File: src/hw/rtl/bdf_pkg.sv
// Shared types and constants for the button debounce forwarder.
package bdf_pkg;

    localparam int COUNT_W  = 6;
    localparam int TICKS_W  = 16;
    localparam int CFG_IDX_W = 3;

    // item function codes
    localparam logic [1:0] FUNC_POLL        = 2'd0;
    localparam logic [1:0] FUNC_POWER_SHORT = 2'd1;
    localparam logic [1:0] FUNC_POWER_LONG  = 2'd2;
    localparam logic [1:0] FUNC_RESET_PRESS = 2'd3;

    // configuration register indexes
    localparam logic [CFG_IDX_W-1:0] REG_STABLE_POLLS   = 3'd0;
    localparam logic [CFG_IDX_W-1:0] REG_SHORT_PRESS    = 3'd1;
    localparam logic [CFG_IDX_W-1:0] REG_LONG_PRESS     = 3'd2;
    localparam logic [CFG_IDX_W-1:0] REG_ACTIVITY_WIN   = 3'd3;
    localparam logic [CFG_IDX_W-1:0] REG_PRESS_LOCK     = 3'd4;

    // reset values
    localparam logic [COUNT_W-1:0] STABLE_POLLS_RST = 6'd6;
    localparam logic [TICKS_W-1:0] SHORT_PRESS_RST  = 16'd60;
    localparam logic [TICKS_W-1:0] LONG_PRESS_RST   = 16'd1000;
    localparam logic [TICKS_W-1:0] ACTIVITY_WIN_RST = 16'd2000;
    localparam logic [TICKS_W-1:0] IDLE_MAX         = 16'hFFFF;

    typedef struct packed {
        logic [1:0] func;
        logic       power_sense_level;
        logic       reset_sense_level;
        logic       disk_led_level;
    } in_item_t;

    typedef struct packed {
        logic power_pressed;
        logic reset_pressed;
        logic power_forward;
        logic reset_forward;
        logic disk_recent;
        logic trigger_taken;
    } out_item_t;

    // settings every lane sees
    typedef struct packed {
        logic [COUNT_W-1:0] stable_polls;
        logic               press_lock;
    } lane_cfg_t;

    // per-lane control for one transaction
    typedef struct packed {
        logic               poll;
        logic               load;
        logic [TICKS_W-1:0] load_ticks;
        logic               sense_level;
    } lane_ctrl_t;

    // post-update lane state
    typedef struct packed {
        logic pressed;
        logic forward;
    } lane_res_t;

endpackage

File: src/hw/rtl/bdf_lane.sv
// One button channel: debounce, software press countdown and forwarding.
module bdf_lane (
    input  logic                  clk,
    input  logic                  rst_n,
    input  bdf_pkg::lane_cfg_t    cfg,
    input  bdf_pkg::lane_ctrl_t   ctrl,
    output bdf_pkg::lane_res_t    res
);

    logic                          last_raw_reg, last_raw_next;
    logic [bdf_pkg::COUNT_W-1:0]   stable_count_reg, stable_count_next;
    logic                          debounced_reg, debounced_next;
    logic [bdf_pkg::TICKS_W-1:0]   press_remaining_reg, press_remaining_next;
    logic                          forwarding_reg, forwarding_next;
    logic                          raw;
    logic [bdf_pkg::TICKS_W-1:0]   remaining_dec;

    assign raw = ~ctrl.sense_level;
    assign remaining_dec = (press_remaining_reg != '0) ?
                           press_remaining_reg - 1'b1 : press_remaining_reg;

    always_comb
    begin
        last_raw_next        = last_raw_reg;
        stable_count_next    = stable_count_reg;
        debounced_next       = debounced_reg;
        press_remaining_next = press_remaining_reg;
        forwarding_next      = forwarding_reg;
        if (ctrl.poll)
        begin
            if (raw == last_raw_reg)
            begin
                if (stable_count_reg < cfg.stable_polls)
                    stable_count_next = stable_count_reg + 1'b1;
            end
            else
            begin
                stable_count_next = '0;
                last_raw_next     = raw;
            end
            if (stable_count_next >= cfg.stable_polls)
                debounced_next = raw;
            press_remaining_next = remaining_dec;
            forwarding_next = (debounced_next | (remaining_dec != '0)) & ~cfg.press_lock;
        end
        else if (ctrl.load)
        begin
            press_remaining_next = ctrl.load_ticks;
        end
    end

    always_ff @(posedge clk or negedge rst_n)
    begin
        if (!rst_n)
        begin
            last_raw_reg        <= 1'b0;
            stable_count_reg    <= '0;
            debounced_reg       <= 1'b0;
            press_remaining_reg <= '0;
            forwarding_reg      <= 1'b0;
        end
        else
        begin
            last_raw_reg        <= last_raw_next;
            stable_count_reg    <= stable_count_next;
            debounced_reg       <= debounced_next;
            press_remaining_reg <= press_remaining_next;
            forwarding_reg      <= forwarding_next;
        end
    end

    assign res.pressed = debounced_next;
    assign res.forward = forwarding_next;

    a_lock_blocks_forward: assert property (@(posedge clk) disable iff (!rst_n)
        ctrl.poll && cfg.press_lock |=> !forwarding_reg)
        else $error("lane forwards under press lock");

    a_bounce_clears_count: assert property (@(posedge clk) disable iff (!rst_n)
        ctrl.poll && (raw != last_raw_reg) |=> stable_count_reg == '0)
        else $error("stable count not cleared on raw change");

    a_load_countdown: assert property (@(posedge clk) disable iff (!rst_n)
        !ctrl.poll && ctrl.load |=> press_remaining_reg == $past(ctrl.load_ticks))
        else $error("press countdown not loaded");

endmodule

File: src/hw/rtl/bdf_activity.sv
// Disk activity window: ticks since the disk LED was last active.
module bdf_activity (
    input  logic                        clk,
    input  logic                        rst_n,
    input  logic                        poll,
    input  logic                        disk_led_level,
    input  logic [bdf_pkg::TICKS_W-1:0] window_ticks,
    output logic                        recent
);

    logic [bdf_pkg::TICKS_W-1:0] idle_ticks_reg, idle_ticks_next;

    always_comb
    begin
        idle_ticks_next = idle_ticks_reg;
        if (poll)
        begin
            if (!disk_led_level)
                idle_ticks_next = '0;
            else if (idle_ticks_reg != bdf_pkg::IDLE_MAX)
                idle_ticks_next = idle_ticks_reg + 1'b1;
        end
    end

    always_ff @(posedge clk or negedge rst_n)
    begin
        if (!rst_n)
            idle_ticks_reg <= bdf_pkg::IDLE_MAX;
        else
            idle_ticks_reg <= idle_ticks_next;
    end

    assign recent = idle_ticks_next < window_ticks;

endmodule

File: src/hw/rtl/button_debounce_forwarder.sv
// Top level: config registers, two button lanes, activity window, result buffer.
//
// Takes one item per clock while the skid register is empty and returns one
// result per item. The two button lanes and the disk activity counter update
// in the cycle an item is taken; the merged result is registered into the
// output register, or into the one-entry skid register behind it while the
// output is full; a full skid drops input ready. With out_ready held high the
// block sustains one transaction per clock. Configuration writes are always taken.
module button_debounce_forwarder (
    input  logic                            clk,
    input  logic                            rst_n,
    input  logic                            in_valid,
    output logic                            in_ready,
    input  bdf_pkg::in_item_t               in_data,
    output logic                            out_valid,
    input  logic                            out_ready,
    output bdf_pkg::out_item_t              out_data,
    input  logic                            cfg_valid,
    output logic                            cfg_ready,
    input  logic [bdf_pkg::CFG_IDX_W-1:0]   cfg_index,
    input  logic [bdf_pkg::TICKS_W-1:0]     cfg_data
);

    logic [bdf_pkg::COUNT_W-1:0] stable_polls_reg;
    logic [bdf_pkg::TICKS_W-1:0] short_press_reg;
    logic [bdf_pkg::TICKS_W-1:0] long_press_reg;
    logic [bdf_pkg::TICKS_W-1:0] activity_win_reg;
    logic                        press_lock_reg;

    logic                 accept, poll, taken;
    bdf_pkg::lane_cfg_t   lane_cfg;
    bdf_pkg::lane_ctrl_t  power_ctrl, reset_ctrl;
    bdf_pkg::lane_res_t   power_res, reset_res;
    logic                 disk_recent;
    bdf_pkg::out_item_t   result;

    logic                 out_valid_reg, out_valid_next;
    bdf_pkg::out_item_t   out_data_reg, out_data_next;
    logic                 skid_valid_reg, skid_valid_next;
    bdf_pkg::out_item_t   skid_data_reg, skid_data_next;

    assign cfg_ready = 1'b1;

    always_ff @(posedge clk or negedge rst_n)
    begin
        if (!rst_n)
        begin
            stable_polls_reg <= bdf_pkg::STABLE_POLLS_RST;
            short_press_reg  <= bdf_pkg::SHORT_PRESS_RST;
            long_press_reg   <= bdf_pkg::LONG_PRESS_RST;
            activity_win_reg <= bdf_pkg::ACTIVITY_WIN_RST;
            press_lock_reg   <= 1'b0;
        end
        else if (cfg_valid)
        begin
            unique case (cfg_index)
                bdf_pkg::REG_STABLE_POLLS: stable_polls_reg <= cfg_data[bdf_pkg::COUNT_W-1:0];
                bdf_pkg::REG_SHORT_PRESS:  short_press_reg  <= cfg_data;
                bdf_pkg::REG_LONG_PRESS:   long_press_reg   <= cfg_data;
                bdf_pkg::REG_ACTIVITY_WIN: activity_win_reg <= cfg_data;
                bdf_pkg::REG_PRESS_LOCK:   press_lock_reg   <= cfg_data[0];
                default: ;
            endcase
        end
    end

    assign in_ready = ~skid_valid_reg;
    assign accept   = in_valid & in_ready;
    assign poll     = accept & (in_data.func == bdf_pkg::FUNC_POLL);
    assign taken    = accept & (in_data.func != bdf_pkg::FUNC_POLL) & ~press_lock_reg;

    assign lane_cfg.stable_polls = stable_polls_reg;
    assign lane_cfg.press_lock   = press_lock_reg;

    assign power_ctrl.poll        = poll;
    assign power_ctrl.load        = taken & ((in_data.func == bdf_pkg::FUNC_POWER_SHORT) |
                                             (in_data.func == bdf_pkg::FUNC_POWER_LONG));
    assign power_ctrl.load_ticks  = (in_data.func == bdf_pkg::FUNC_POWER_LONG) ?
                                    long_press_reg : short_press_reg;
    assign power_ctrl.sense_level = in_data.power_sense_level;

    assign reset_ctrl.poll        = poll;
    assign reset_ctrl.load        = taken & (in_data.func == bdf_pkg::FUNC_RESET_PRESS);
    assign reset_ctrl.load_ticks  = short_press_reg;
    assign reset_ctrl.sense_level = in_data.reset_sense_level;

    bdf_lane u_power_lane (
        .clk   (clk),
        .rst_n (rst_n),
        .cfg   (lane_cfg),
        .ctrl  (power_ctrl),
        .res   (power_res)
    );

    bdf_lane u_reset_lane (
        .clk   (clk),
        .rst_n (rst_n),
        .cfg   (lane_cfg),
        .ctrl  (reset_ctrl),
        .res   (reset_res)
    );

    bdf_activity u_activity (
        .clk            (clk),
        .rst_n          (rst_n),
        .poll           (poll),
        .disk_led_level (in_data.disk_led_level),
        .window_ticks   (activity_win_reg),
        .recent         (disk_recent)
    );

    // merge lane findings into one result
    assign result.power_pressed = power_res.pressed;
    assign result.reset_pressed = reset_res.pressed;
    assign result.power_forward = power_res.forward;
    assign result.reset_forward = reset_res.forward;
    assign result.disk_recent   = disk_recent;
    assign result.trigger_taken = taken;

    always_comb
    begin
        out_valid_next  = out_valid_reg;
        out_data_next   = out_data_reg;
        skid_valid_next = skid_valid_reg;
        skid_data_next  = skid_data_reg;
        if (out_valid_reg && out_ready)
        begin
            // skid drains first; it is empty whenever a new item is accepted
            out_valid_next  = skid_valid_reg;
            out_data_next   = skid_data_reg;
            skid_valid_next = 1'b0;
        end
        if (accept)
        begin
            if (!out_valid_next)
            begin
                out_valid_next = 1'b1;
                out_data_next  = result;
            end
            else
            begin
                skid_valid_next = 1'b1;
                skid_data_next  = result;
            end
        end
    end

    always_ff @(posedge clk or negedge rst_n)
    begin
        if (!rst_n)
        begin
            out_valid_reg  <= 1'b0;
            skid_valid_reg <= 1'b0;
        end
        else
        begin
            out_valid_reg  <= out_valid_next;
            skid_valid_reg <= skid_valid_next;
        end
    end

    always_ff @(posedge clk)
    begin
        out_data_reg  <= out_data_next;
        skid_data_reg <= skid_data_next;
    end

    assign out_valid = out_valid_reg;
    assign out_data  = out_data_reg;

    a_skid_behind_out: assert property (@(posedge clk) disable iff (!rst_n)
        skid_valid_reg |-> out_valid_reg)
        else $error("skid holds a transaction while output is empty");

    a_accept_shows_result: assert property (@(posedge clk) disable iff (!rst_n)
        accept |=> out_valid_reg)
        else $error("accepted transaction produced no result");

endmodule

File: config.mk
export PLATFORM = sky130hd
export DESIGN_NAME = button_debounce_forwarder
export DESIGN_NICKNAME = d
export VERILOG_FILES = /design/src/hw/rtl/bdf_pkg.sv /design/src/hw/rtl/bdf_lane.sv /design/src/hw/rtl/bdf_activity.sv /design/src/hw/rtl/button_debounce_forwarder.sv
export SDC_FILE = /design/constraint.sdc
export NUM_CORES = 1
export LEC_CHECK = 0
export ABC_AREA = 1
export CORE_MARGIN = 1.5
export CORE_UTILIZATION = 64
export DETAILED_ROUTE_END_ITERATION = 12
export DONT_BUFFER_PORTS = 1
export PLACE_DENSITY = 0.79
export SETUP_SLACK_MARGIN = 0.4
export SLEW_MARGIN = 25
export SYNTH_ARGS = -nofsm -noshare
export SYNTH_HDL_FRONTEND = slang
export SYNTH_SLANG_ARGS = --single-unit
export TNS_END_PERCENT = 10
File: constraint.sdc
create_clock -name clk -period 3.76 [get_ports clk]
set_input_delay 0.188 -clock clk [delete_from_list [all_inputs] [get_ports clk]]
set_output_delay 0.188 -clock clk [all_outputs]
set_load 0.05 [all_outputs]
== Yosys cells after proc, flatten, opt, wreduce, memory -nomap -nowiden ==
Cells that the tools add are included.

* Bits in registers: 135
* Bits in latches: 0
* RAM bits: 0
* Memory bits (read-only): 0
* Bits of input ports: 29
* Output and inout port bits: 9
* Word-level logic and storage cells: 117
* Memories: 0

* $add $sub $neg: 5
* Multipliers: 0
* Div/mod/pow operators: 0
* Magnitude comparators: 5
* Eq/ne operators: 10
* Shifts and indexed selects: 0
* Multiplexer cells: 32
* Bitwise gates (word level): 17
* Reductions and logical operators: 18

{| class="wikitable"
|+ Operators with widths
! cell !! count
|-
| $mux W16 || 10
|-
| $reduce_bool A16 Y1 || 4
|-
| $mux W6 || 9
|-
| $sub A16 B1 Y16 const B || 2
|-
| $add A16 B1 Y16 const B || 1
|-
| $lt A16 B16 Y1 || 1
|-
| $ne A16 B16 Y1 const B || 1
|-
| $reduce_and A2 Y1 || 8
|-
| $mux W1 || 13
|-
| $add A6 B1 Y6 const B || 2
|-
| $ge A6 B6 Y1 || 2
|-
| $lt A6 B6 Y1 || 2
|-
| $and A1 B1 Y1 || 8
|-
| $eq A3 B2 Y1 const B || 2
|-
| $not A1 Y1 || 6
|-
| $reduce_bool A2 Y1 || 3
|-
| $eq A2 B2 Y1 const B || 2
|-
| $eq A3 B1 Y1 const B || 1
|-
| $eq A3 B3 Y1 const B || 1
|-
| $logic_not A3 Y1 || 1
|-
| $or A1 B1 Y1 || 3
|-
| $eq A1 B1 Y1 || 2
|-
| $eq A2 B1 Y1 const B || 1
|-
| $logic_not A2 Y1 || 1
|-
| $logic_and A1 B1 Y1 || 1
|}

== Longest topological paths before layout ==
Gate-level depths: netlist of run 1.

* Depth in word-level cells: 12
* Gate-level depth with buffers: 26
* Gate-level depth less buffers: 26

== Cells and area by module ==
From an unflattened synthesis of run 1, not the netlist that was laid out.

* Cell total of the unflattened synthesis: 1136
* Area, all modules: 8901.0 µm²

{| class="wikitable"
|+ By module, submodules not included
! module !! instances !! cells each !! area an instance (µm²) !! seq. area each (µm²)
|-
| button_debounce_forwarder || 1 || 347 || 3293.2 || 1749.2
|-
| bdf_lane at u_reset_lane || 1 || 318 || 2152.1 || 625.6
|-
| bdf_lane at u_power_lane || 1 || 307 || 2129.5 || 625.6
|-
| bdf_activity || 1 || 164 || 1326.3 || 420.4
|}

== Worst setup path before layout of run 1 ==
No wires, ideal clock.

* Kind: register -> register
* Start point: register stable_polls_reg[1] in the netlist's numbering
* End point: register skid_data_reg[2] in the netlist's numbering, data pin
* Library setup time: 0.258 ns
* Data arrival time: 2.815 ns
* Data required time: 3.502 ns
* Slack: 0.687 ns
* Stages on the path, launching flop included: 23
* Buffers on the path: 0
* Clock period less this slack: 3.073 ns
* Path through: dfstp_2 inv_1 ha_1 a21boi_0 o21ai_0 nand3_1 inv_1 nand4_1 nor2_1 or2_2 nand3_1 inv_1 ha_1 nand2_1 inv_1 o211ai_1 o2111ai_1 o21ai_0 nand2_1 inv_1 nand3_1 nand2_1 nand2_1

* Cells in the longest elaborated chain, start to end: 10

{| class="wikitable"
|+ RTL lines
! what !! line !! text
|-
| from (decl) || button_debounce_forwarder.sv:24 || <nowiki>logic [bdf_pkg::COUNT_W-1:0] stable_polls_reg;</nowiki>
|-
| from (signal assigned) || button_debounce_forwarder.sv:48 || <nowiki>stable_polls_reg <= bdf_pkg::STABLE_POLLS_RST;</nowiki>
|-
| from (signal assigned) || button_debounce_forwarder.sv:57 || <nowiki>bdf_pkg::REG_STABLE_POLLS: stable_polls_reg <= cfg_data[bdf_pkg::COUNT_W-1:0];</nowiki>
|-
| $lt A6 B6 Y1 || bdf_lane.sv:33 || <nowiki>if (stable_count_reg < cfg.stable_polls)</nowiki>
|-
| $mux W6 || bdf_lane.sv:33 ||
|-
| $mux W6 || bdf_lane.sv:31 || <nowiki>if (raw == last_raw_reg)</nowiki>
|-
| $mux W6 || bdf_lane.sv:29 || <nowiki>if (ctrl.poll)</nowiki>
|-
| $ge A6 B6 Y1 (*) || bdf_lane.sv:41 || <nowiki>if (stable_count_next >= cfg.stable_polls)</nowiki>
|-
| $mux W1 (*) || bdf_lane.sv:41 ||
|-
| $mux W1 (*) || bdf_lane.sv:29 ||
|-
| $or A1 B1 Y1 (*) || bdf_lane.sv:44 || <nowiki>forwarding_next = (debounced_next | (remaining_dec != '0)) & ~cfg.press_lock;</nowiki>
|-
| $and A1 B1 Y1 (*) || bdf_lane.sv:44 ||
|-
| $mux W1 (*) || bdf_lane.sv:29 ||
|-
| net u_reset_lane.forwarding_next || bdf_lane.sv:14 || <nowiki>logic forwarding_reg, forwarding_next;</nowiki>
|-
| to (signal assigned) || button_debounce_forwarder.sv:165 || <nowiki>skid_data_reg <= skid_data_next;</nowiki>
|-
| to (decl) || button_debounce_forwarder.sv:40 || <nowiki>bdf_pkg::out_item_t skid_data_reg, skid_data_next;</nowiki>
|}

The timed path passes the listed nets; every way through them passes the cells marked *. The select of a mux whose other input is x is not followed.
A chain may end at the register's enable or synchronous reset.

== Final worst setup path of run 1 ==
* Start point: register stable_polls_reg[2] in the netlist's numbering
* End point: register skid_data_reg[2] in the netlist's numbering, data pin

The elaborated chain is that of the path after synthesis.

==> PnR_summary.wiki, run 1 <==
{| class="wikitable"
! Metric !! Value
|-
| Most used standard cells in the synthesized netlist || nand2_1, inv_1, o21ai_0
|-
| Total net switching power || 1050 µW
|-
| Final critical path time including I/O delays and setup || 3.45 ns
|-
| Part of the Yosys area used for sequential elements || 0.424
|-
| Routed via count || 7002
|-
| NumNets Final || 1120
|-
| Setup repair after global routing missed its margin || true
|-
| Global placement routability congestion || 0.933
|-
| Pre-CTS setup slack || 0.167 ns
|-
| HPWL after DPL || 13500 µm
|-
| Core Box Area || 0.0122 mm²
|-
| Final ANT Viol Nets || 0
|-
| Post-Syn Area || 0.00807 mm²
|-
| Number of global-route vias before repair || 6699
|-
| Critical Path Fanout Max || 5
|-
| Static leakage power || 0.00440 µW
|-
| Detailed-route vias per instance || 5.72
|-
| VDD IR-drop max || 0.520 mV
|-
| CTS tree || built
|-
| Portion of total power attributed to sequential cells || 0.444
|-
| Count of H-tree levels built during CTS || 4
|-
| Tot GR Track Use || 0.315
|-
| Clk root buf || clkbuf_16
|-
| Synthesis-to-layout area growth || 14.3%
|-
| Count of inserted antenna diode cells || 0
|-
| Wirelength, routed || 19900 µm
|-
| Share of the clock period used by the worst path after layout || 0.916
|-
| Clock slew seen by the registers of the worst setup and hold paths || 0.06 ns
|-
| Library cell occupying the most area in the post-synthesis netlist || dfrtp_1
|-
| Endpoint type of the worst setup path || flop
|-
| Share of flip-flops with an asynchronous set or reset || 0.911
|-
| Number of sinks driven by the clock tree || 135
|-
| Synthesized Nets || 1098
|-
| Final setup fails || 0
|-
| Number of pins exceeding their max-slew limit in the final report || 0
|-
| Power Dens Cells || 408 mW/mm²
|-
| Combinational cell fraction of total power || 0.148
|-
| Wirelength per Cell || 16.2 µm
|-
| DRC marker count from the first detailed-route iteration || 599
|-
| Relative slew slack || 0.537
|-
| Number of warning messages in the yosys log || 0
|-
| #FFs+latches synth || 135
|-
| Highest achievable clock rate || 290 MHz
|-
| Clock Tree Buf Depth || 2
|-
| Utilization after layout || 0.759
|-
| Mean area per synthesized cell || 7.90 µm²
|-
| Type of the most critical hold path || primary input to flop
|-
| Type of the setup path with the least slack || flop to flop
|-
| Cells after synthesis || 1022
|-
| Total power || 3770 µW
|-
| Count of boundary I/O pins || 38
|-
| Sequential cell area in the final layout || 0.00342 mm²
|-
| Part of the power in the clock network || 0.408
|-
| Unique masters post-synth || 48
|-
| Aggregate negative setup slack || 0 ns
|-
| Number of buffers inserted during clock tree synthesis || 17
|-
| Number of standard-cell rows in the floorplan || 40
|-
| Flip-flop cell with the highest count after synthesis || dfrtp_1
|-
| Maximum number of pins on one net before global-route repair || 124
|-
| Post-Route Skew || 0.00911 ns
|-
| Status || completed
|-
| Library cell with the highest instance count after synthesis || nand2_1
|-
| Post-synth EDFFs || 6
|-
| Number of port buffers || 0
|-
| Arrival time at the worst endpoint || 3.63 ns
|-
| Worst Tran Pin Value || 0.694 ns
|-
| DRC violations left || 0
|-
| Chip Width || 115 µm
|-
| Max-cap violations || 0
|-
| Largest cells by area after synthesis || dfrtp_1, dfstp_2, nand2_1, o21ai_0, ha_1
|-
| Net switching share of the total power || 0.278
|-
| Top cell type's share of synthesized area || 0.276
|-
| First-pass GRT wire length || 32300 µm
|-
| Die Outline Area || 0.0133 mm²
|-
| Worst Hold Slack || 0.0108 ns
|-
| Total grt overflow || 0
|-
| Total count of hold-check failures in the final report || 0
|-
| Initial antenna violation count || 0
|-
| Number of optimization iterations in the first detailed-route pass || 5
|-
| Clk_lat worst skew || 0.43 ns
|-
| Worst-case setup margin in the final layout || 0.314 ns
|-
| Nature of the critical path startpoint || flop
|-
| WP data required || 3.94 ns
|-
| Share of layout cells above drive strength 1 || 0.158
|-
| Overall die height || 115 µm
|-
| Multi-input logic area || 0.00417 mm²
|-
| Filler Cells Inserted || 922
|-
| Cell-internal power || 2720 µW
|-
| Initial standard-cell utilization of the core || 0.664
|}
[layout make-up]
| type | instances | share of cell area |
|---|---|---|
| multi-input cells | 711 | 0.452 |
| flip-flops and latches | 135 | 0.371 |
| inverters | 144 | 0.0591 |
| clock buffers | 18 | 0.0465 |
| repair buffers | 35 | 0.0365 |
| well taps | 168 | 0.0228 |
| clock inverters | 14 | 0.0121 |
[layout by cell type, fill, tap and decap left out, types with 17 or more instances in the layout]
cell type	count
nand2_1	210
inv_1	131
o21ai_0	119
dfrtp_1	89
nor2_1	64
nand3_1	45
a21oi_1	42
ha_1	41
dfstp_2	34
xor2_1	29
clkbuf_16	17
dlygate4sd3_1	17
[what timing repair did]
action / CTS / global route
buffers inserted: 6 / 4
hold endpoints to repair: 157 / 0
gates resized for setup: 32 / 24
hold buffers: 18 / 0
pin swaps: 22 / 20
endpoints found under the setup margin: 8 / 13
[logic make-up after synthesis]
logic type               count (synthesis)  synth area share
AND/OR/NAND/NOR                        405             0.226
AO/OA/AOI/OAI                          225             0.155
buffers and inverters                  176            0.0856
flip-flops                             135             0.424
adder cells (fa/ha/maj)                 47            0.0729
XOR/XNOR                                32            0.0347
other                                    1          0.000465
multiplexers                             1           0.00124
[through the flow]
stage	cells	area, µm²
4_1_cts	1220	9080
5_1_grt	1225	9230
2_1_floorplan	1022	8070
3_5_place_dp	1164	8190
3_3_place_gp	1163	8170
6_report	1225	9230
[metal layers]
layer	track usage	wire length (µm)
met5	0	0
met4	0.123	613
met3	0.0580	1010
met2	0.506	9330
met1	0.427	8940
[power groups by stage]
stage / clock (µW) / combinational [µW] / sequential, µW
after global placement: 0 / 404 / 1680
after floorplan: 0 / 310 / 1670
after detailed placement: 0 / 423 / 1690
after global routing: 1610 / 634 / 1690
after CTS: 1550 / 518 / 1670
final: 1540 / 557 / 1670
[critical path, cell delays in order (launching register included)]
cell and delay, ns:
dfstp_2 0.55, inv_4 0.05, ha_4 0.15, a21oi_2 0.12
nor2_1 0.06, a211oi_2 0.26, nand2_2 0.16, nor3_4 0.18
nand2_2 0.11, o21ai_2 0.16, a21oi_2 0.06, ha_1 0.31
nand2_4 0.09, inv_2 0.04, o211ai_1 0.09, o2111ai_2 0.17
o21ai_1 0.16, buf_4 0.14, nand2_1 0.05, inv_1 0.06
nand3_2 0.08, nand2_2 0.08, nand2_2 0.06
[worst paths after layout]
kind | startpoint | end | slack [ns] | depth (start not counted)
max reg2reg | stable_polls_reg[2]$_DFFE_PN1P_ | skid_data_reg[2]$_DFFE_PP_ | 0.31 | 22
min reg2reg | long_press_reg[13]$_DFFE_PN0P_ | long_press_reg[13]$_DFFE_PN0P_ | 0.49 | 2
min in group asynchronous | rst_n | u_power_lane.press_remaining_reg[13]$_DFFE_PN0P_ | 0.35 | 2
max | stable_polls_reg[2]$_DFFE_PN1P_ | skid_data_reg[2]$_DFFE_PP_ | 0.31 | 22
min | out_ready | out_valid$_DFF_PN0_ | 0.01 | 3
max in group asynchronous | rst_n | u_reset_lane.press_remaining_reg[6]$_DFFE_PN0P_ | 2.91 | 2
No activity file was read; power rests on OpenSTA's default activity.
==> run 2, diff against run 1 <==
CORE_MARGIN = 1   (was 1.5)
CORE_UTILIZATION = 65   (was 64)
PLACE_DENSITY = 0.8   (was 0.79)
SYNTH_HIERARCHICAL = 1   (was default)
==> PnR_summary.wiki, run 2 <==
{| class="wikitable"
! Metric !! Value
|-
| Part of the Yosys area used for sequential elements || 0.384
|-
| Share of the clock period used by the worst path after layout || 0.872
|-
| Worst path slowest cell || dfstp_2
|-
| Synthesis-to-layout area growth || 10.6%
|-
| Most common library cell in the layout ignoring fill and taps || nand2_1
|-
| Number of warning messages in the yosys log || 6
|-
| Post-synth EDFFs || 6
|-
| Library cell occupying the most area in the post-synthesis netlist || dfrtp_1
|-
| Portion of total power attributed to sequential cells || 0.348
|-
| Global placement routability congestion || 0.942
|-
| Met2 capacity usage during global routing || 0.542
|-
| Static leakage power || 0.00465 µW
|-
| Number of global-route vias before repair || 7591
|-
| Biggest cell delay along the critical path || 0.54 ns
|-
| Number of instances on the worst hold path || 4
|-
| Beginning of the worst hold path || out_ready
|-
| Total grt overflow || 0
|-
| Clock Tree Buf Depth || 2
|-
| Cell with the most instances on the worst path || nand2_1
|-
| Combinational cell fraction of total power || 0.418
|-
| Post-Route Skew || 0.00728 ns
|-
| Placed Instance Area || 0.00883 mm²
|-
| Setup repair after global routing missed its margin || true
|-
| Relative slew slack || 0.430
|-
| Final critical path time including I/O delays and setup || 3.28 ns
|-
| Clock slew seen by the registers of the worst setup and hold paths || 0.06 ns
|-
| Power Dens Cells || 740 mW/mm²
|-
| Tot GR Track Use || 0.336
|-
| Endpoint of the lowest-slack register-to-register path || skid_data_reg[2]$_DFFE_PP_
|-
| Most frequent cells in the layout || nand2_1, inv_1, nand3_1
|-
| Wirelength, routed || 22700 µm
|-
| Number of standard-cell rows in the floorplan || 42
|-
| Highest achievable clock rate || 305 MHz
|-
| Library cell with the highest instance count after synthesis || nand2_1
|-
| Number of buffers and inverters on the critical path || 3
|-
| GR Layer Usage met3 || 0.0776
|-
| Origin of the critical flop-to-flop path || stable_polls_reg[1]$_DFFE_PN1P_
|-
| Nature of the critical path startpoint || flop
|-
| DRC marker count from the first detailed-route iteration || 849
|-
| Post-Syn Area || 0.00890 mm²
|-
| Area of all placed cells without fillers || 0.00985 mm²
|-
| First-pass GRT wire length || 37400 µm
|-
| Max-cap violations || 0
|-
| Flip-flop cell with the highest count after synthesis || dfrtp_1
|-
| Worst Tran Pin Value || 0.855 ns
|-
| Count of inserted antenna diode cells || 0
|-
| Met1 track utilization from global routing || 0.440
|-
| Cell-internal power || 4080 µW
|-
| Endpoint type of the worst setup path || flop
|-
| #FFs+latches synth || 135
|-
| Worst Hold Slack || 0.00688 ns
|-
| Final setup fails || 0
|-
| Mean area per synthesized cell || 7.84 µm²
|-
| Net switching share of the total power || 0.441
|-
| Share of flip-flops with an asynchronous set or reset || 0.911
|-
| Reg-to-reg slack, setup || 0.48 ns
|-
| Worst-case setup margin in the final layout || 0.481 ns
|-
| Initial antenna violation count || 0
|-
| Clk root buf || clkbuf_16
|-
| Synthesized Nets || 1212
|-
| Worst-path cell chain || inv_1, ha_1, a21boi_1, o21ai_1, nand2_2, inv_2, nand2_1, a21oi_2, ha_1, nand2_1, inv_1, a21oi_2, nand2_1, nand2_1, nand2_1, nor2_1, nand2_1, nor2_2, nand2_1, nand2_1, nand2_1
|-
| Status || completed
|-
| Hold-critical path endpoint || out_data[1]$_DFF_P_
|-
| Count of H-tree levels built during CTS || 4
|-
| Number of buffers inserted during clock tree synthesis || 17
|-
| Pre-CTS setup slack || 0.548 ns
|-
| Largest cells by area after synthesis || dfrtp_1, nand2_1, dfstp_2, ha_1, nand3_1
|-
| Critical Path Fanout Max || 8
|-
| Share of layout cells above drive strength 1 || 0.155
|-
| Arrival time at the worst endpoint || 3.44 ns
|-
| Count of boundary I/O pins || 38
|-
| WP data required || 3.92 ns
|-
| Core Box Area || 0.0133 mm²
|-
| Aggregate negative setup slack || 0 ns
|-
| Top cell type's share of synthesized area || 0.250
|-
| Depth of the most critical reg-to-reg path || 21
|-
| Type of the setup path with the least slack || flop to flop
|-
| Number of port buffers || 0
|-
| Total net switching power || 3210 µW
|-
| HPWL after DPL || 15100 µm
|-
| Number of pins exceeding their max-slew limit in the final report || 0
|-
| Detailed-route vias per instance || 5.95
|-
| Routed via count || 7958
|-
| Total power || 7290 µW
|-
| Type of the most critical hold path || primary input to flop
|-
| Clk_lat worst skew || 0.42 ns
|-
| Cells after synthesis || 1136
|-
| Number of optimization iterations in the first detailed-route pass || 5
|-
| Wirelength per Cell || 17.0 µm
|-
| Total count of hold-check failures in the final report || 0
|-
| Kind of cell with the highest combined delay on the critical path || simple AND/OR/NAND/NOR gates
|-
| DRC violations left || 0
|-
| Unique masters post-synth || 48
|-
| NumNets Final || 1225
|-
| Initial standard-cell utilization of the core || 0.669
|-
| Final ANT Viol Nets || 0
|-
| Busiest layer in global routing || met2
|-
| Overall die height || 119 µm
|-
| Part of the power in the clock network || 0.234
|-
| CTS tree || built
|-
| Number of sinks driven by the clock tree || 135
|-
| Maximum number of pins on one net before global-route repair || 124
|-
| Chip Width || 119 µm
|-
| Die Outline Area || 0.0142 mm²
|-
| VDD IR-drop max || 0.413 mV
|-
| Most used standard cells in the synthesized netlist || nand2_1, inv_1, nand3_1
|}
==> run 2: cell families (layout without fill, tap and decap cells) <==
kind of cell / Yosys count / after routing / share of synthesized area
compound gates: 143 / 143 / 0.0967
xor+xnor: 16 / 16 / 0.0157
fa+ha+maj: 47 / 47 / 0.0661
buf+inv: 178 / 204 / 0.0935
flops: 135 / 135 / 0.384
mux: 16 / 16 / 0.0202
other cells: 1 / 1 / 0.000421
simple gates: 600 / 600 / 0.323
==> run 2: worst max-delay path by stage <==
stage	from	to	slack [ns]	depth (start not counted)
after floorplan	skid_valid_reg$_DFF_PN0_	out_data[1]$_DFF_P_	0.50	19
after global placement	stable_polls_reg[1]$_DFFE_PN1P_	skid_data_reg[2]$_DFFE_PP_	0.64	21
after detailed placement	stable_polls_reg[1]$_DFFE_PN1P_	skid_data_reg[2]$_DFFE_PP_	0.55	21
after CTS	stable_polls_reg[1]$_DFFE_PN1P_	skid_data_reg[2]$_DFFE_PP_	0.51	21
after global routing	stable_polls_reg[1]$_DFFE_PN1P_	out_data[2]$_DFF_P_	0.25	23
final	stable_polls_reg[1]$_DFFE_PN1P_	skid_data_reg[2]$_DFFE_PP_	0.48	21
==> run 2: layer usage <==
metal	wire (µm)	vias to the layer above
li1	-	3795
met3	1480	53
met4	616	0
met5	0	-
met2	10800	320
met1	9780	3790
==> run 2: area by class of cell <==
class,count,area [µm²]
Fill cell,990,3450
Clock inverter,15,179
Sequential cell,135,3420
Inverter,130,490
Clock buffer,17,425
Multi-Input combinational cell,823,4690
Tap cell,176,220
Timing Repair Buffer,42,423
==> run 2: power by group through the flow <==
stage	logic (µW)	clock network (µW)	registers, µW
final	3040	1700	2540
after global routing	3430	1790	2580
after CTS	2920	1720	2510
after detailed placement	2810	0	2530
after global placement	2720	0	2520
after floorplan	2360	0	2390
==> run 2: repair_timing <==
action / in CTS / in global routing
resized for setup: 0 / 13
hold buffers: 34 / 0
endpoints found under the hold margin: 185 / 0
setup buffers: 0 / 2
endpoints found under the setup margin: 0 / 11
==> run 2: per-stage QoR <==
stage / util / cells
after detailed placement: 0.664 / 1270
final: 0.741 / 1338
after global routing: 0.741 / 1338
after CTS: 0.737 / 1336
after global placement: 0.664 / 1270
after floorplan: - / 1136
==> run 2: worst min-delay path, cell delays in order <==
cell and delay [ns]:
nand3_1 0.05, nand2_1 0.07, nand2_1 0.05, nand2_1 0.05
==> run 3, diff against run 2 <==
==> constraint.sdc (replaced) <==
create_clock -name clk -period 3.76 [get_ports clk]
set_input_delay 0.188 -clock clk [delete_from_list [all_inputs] [get_ports clk]]
set_output_delay 0.188 -clock clk [all_outputs]
set_load 0.01 [all_outputs]
==> PnR_summary.wiki, run 3 (synthesized netlist as in run 2, its figures left out) <==
{| class="wikitable"
! Metric !! Value
|-
| VDD IR-drop max || 0.441 mV
|-
| Status || completed
|-
| Final setup fails || 0
|-
| Endpoint of the lowest-slack register-to-register path || out_data[2]$_DFF_P_
|-
| Initial standard-cell utilization of the core || 0.669
|-
| Depth of the most critical reg-to-reg path || 23
|-
| Number of pins exceeding their max-slew limit in the final report || 0
|-
| Final ANT Viol Nets || 0
|-
| Wirelength, routed || 22300 µm
|-
| Clock Tree Buf Depth || 2
|-
| Reg-to-reg slack, setup || 0.54 ns
|-
| Static leakage power || 0.00467 µW
|-
| Filler Cells Inserted || 1004
|-
| Global placement routability congestion || 0.899
|-
| Synthesis-to-layout area growth || 10.9%
|-
| Clk root buf || clkbuf_16
|-
| Chip Width || 119 µm
|-
| Power Dens Cells || 733 mW/mm²
|-
| Clock slew seen by the registers of the worst setup and hold paths || 0.06 ns
|-
| Total met2 wirelength after detailed routing || 10600 µm
|-
| Tot GR Track Use || 0.329
|-
| Wl on met1 || 9740 µm
|-
| Worst-path cell chain || inv_1, ha_1, a21boi_1, o21ai_1, nand2_2, inv_2, nand2_1, a21oi_1, ha_1, nand2_1, inv_1, a21oi_2, nand2_1, nand2_1, nand2_1, nor2_1, nand2_1, nor2_1, nand2_1, nand2_1, nand2_1, nand3_1, nand2_1
|-
| WP data required || 4.08 ns
|-
| Maximum number of pins on one net before global-route repair || 124
|-
| Final critical path time including I/O delays and setup || 3.22 ns
|-
| Hold-critical path endpoint || out_valid$_DFF_PN0_
|-
| DRC marker count from the first detailed-route iteration || 588
|-
| Nature of the critical path startpoint || flop
|-
| Count of H-tree levels built during CTS || 4
|-
| Max-cap violations || 0
|-
| Initial antenna violation count || 1
|-
| Relative slew slack || 0.282
|-
| Arrival time at the worst endpoint || 3.53 ns
|-
| Placed Instance Area || 0.00882 mm²
|-
| First-pass GRT wire length || 36300 µm
|-
| Total met3 wirelength after detailed routing || 1430 µm
|-
| Number of port buffers || 0
|-
| Area of all placed cells without fillers || 0.00987 mm²
|-
| Number of instances on the worst hold path || 2
|-
| Die Outline Area || 0.0142 mm²
|-
| Share of layout cells above drive strength 1 || 0.152
|-
| Post-Route Skew || 0.00838 ns
|-
| Total grt overflow || 0
|-
| CTS tree || built
|-
| Origin of the critical flop-to-flop path || stable_polls_reg[1]$_DFFE_PN1P_
|-
| Worst path slowest cell || dfstp_2
|-
| Biggest cell delay along the critical path || 0.54 ns
|-
| Endpoint type of the worst setup path || flop
|-
| Number of buffers and inverters on the critical path || 3
|-
| Clk_lat worst skew || 0.42 ns
|-
| Routed via count || 7895
|-
| Worst Hold Slack || 0.0447 ns
|-
| Share of the clock period used by the worst path after layout || 0.855
|-
| HPWL after DPL || 14900 µm
|-
| Core Box Area || 0.0133 mm²
|-
| Number of sinks driven by the clock tree || 135
|-
| Aggregate negative setup slack || 0 ns
|-
| Cell with the most instances on the worst path || nand2_1
|-
| Number of standard-cell rows in the floorplan || 42
|-
| DRC violations left || 0
|-
| Type of the most critical hold path || primary input to flop
|-
| Worst-case setup margin in the final layout || 0.545 ns
|-
| Number of buffers inserted during clock tree synthesis || 17
|-
| Detailed-route vias per instance || 5.90
|-
| Total count of hold-check failures in the final report || 0
|-
| Kind of cell with the highest combined delay on the critical path || simple AND/OR/NAND/NOR gates
|-
| Number of optimization iterations in the first detailed-route pass || 7
|-
| NumNets Final || 1224
|-
| Most common library cell in the layout ignoring fill and taps || nand2_1
|-
| Setup repair after global routing missed its margin || true
|-
| Number of global-route vias before repair || 7299
|-
| Wirelength per Cell || 16.7 µm
|-
| Type of the setup path with the least slack || flop to flop
|-
| Critical Path Fanout Max || 8
|-
| Overall die height || 119 µm
|-
| Beginning of the worst hold path || in_valid
|-
| Most frequent cells in the layout || nand2_1, inv_1, nand3_1
|-
| Highest achievable clock rate || 311 MHz
|-
| Pre-CTS setup slack || 0.515 ns
|-
| Worst Tran Pin Value || 1.07 ns
|-
| Count of boundary I/O pins || 38
|-
| Highest routed metal layer || met4
|}
[run 3: worst reg2reg max path, stage by stage, from the launching register on]
cell      delay [ns]
dfstp_2         0.54
inv_1           0.06
ha_1            0.29
a21boi_1        0.13
o21ai_1         0.15
nand2_2         0.13
inv_2           0.12
nand2_1         0.06
a21oi_1         0.18
ha_1            0.28
nand2_1         0.09
inv_1           0.06
a21oi_2         0.15
nand2_1         0.07
nand2_1         0.07
nand2_1         0.10
nor2_1          0.11
nand2_1         0.07
nor2_1          0.10
nand2_1         0.05
nand2_1         0.07
nand2_1         0.07
nand3_1         0.10
nand2_1         0.06
[run 3: per-layer routing]
metal,GRT usage,vias to the layer above
li1,-,3794
met3,0.0599,39
met5,0.0221,-
met4,0.142,0
met1,0.443,3778
met2,0.517,284
[run 3: how the worst max path moves through the flow]
stage / from / end / slack, ns / cells past startpoint
after floorplan: stable_polls_reg[1]$_DFFE_PN1P_ / skid_data_reg[2]$_DFFE_PP_ / 0.77 / 22
after global placement: stable_polls_reg[1]$_DFFE_PN1P_ / skid_data_reg[2]$_DFFE_PP_ / 0.66 / 21
after detailed placement: stable_polls_reg[1]$_DFFE_PN1P_ / out_data[2]$_DFF_P_ / 0.52 / 23
after CTS: stable_polls_reg[1]$_DFFE_PN1P_ / out_data[2]$_DFF_P_ / 0.48 / 23
after global routing: stable_polls_reg[1]$_DFFE_PN1P_ / out_data[2]$_DFF_P_ / 0.36 / 23
final: stable_polls_reg[1]$_DFFE_PN1P_ / out_data[2]$_DFF_P_ / 0.54 / 23
[run 3: stage by stage]
step | std cells | power (µW) | util
after floorplan | 1136 | 4620 | -
final | 1338 | 7240 | 0.743
after global routing | 1338 | 7740 | 0.743
after global placement | 1269 | 5100 | 0.664
after detailed placement | 1269 | 5210 | 0.664
after CTS | 1336 | 7130 | 0.740
[run 3: what timing repair did]
item                                    4_1_cts  5_1_grt
setup buffers                                 0        1
gates resized for setup                       0       14
hold endpoints to repair                    187        0
hold buffers                                 35        0
endpoints found under the setup margin        0       12
[run 3: layout make-up]
class | count | area (µm²) | area share
inverters | 130 | 490 | 0.0497
multi-input cells | 823 | 4690 | 0.475
clock buffers | 19 | 453 | 0.0459
clock inverters | 13 | 193 | 0.0195
repair buffers | 41 | 408 | 0.0413
flip-flops and latches | 135 | 3420 | 0.346
well taps | 176 | 220 | 0.0223
diodes | 1 | 2.50 | 0.000253
[run 3: power breakdown]
| group | total, µW | leakage, µW | switching, µW | internal, µW |
|---|---|---|---|---|
| sequential | 2410 | 0.00159 | 455 | 1960 |
| combinational | 3000 | 0.00277 | 1940 | 1060 |
| clock | 1830 | 0.000311 | 674 | 1150 |
| total | 7240 | 0.00467 | 3070 | 4170 |
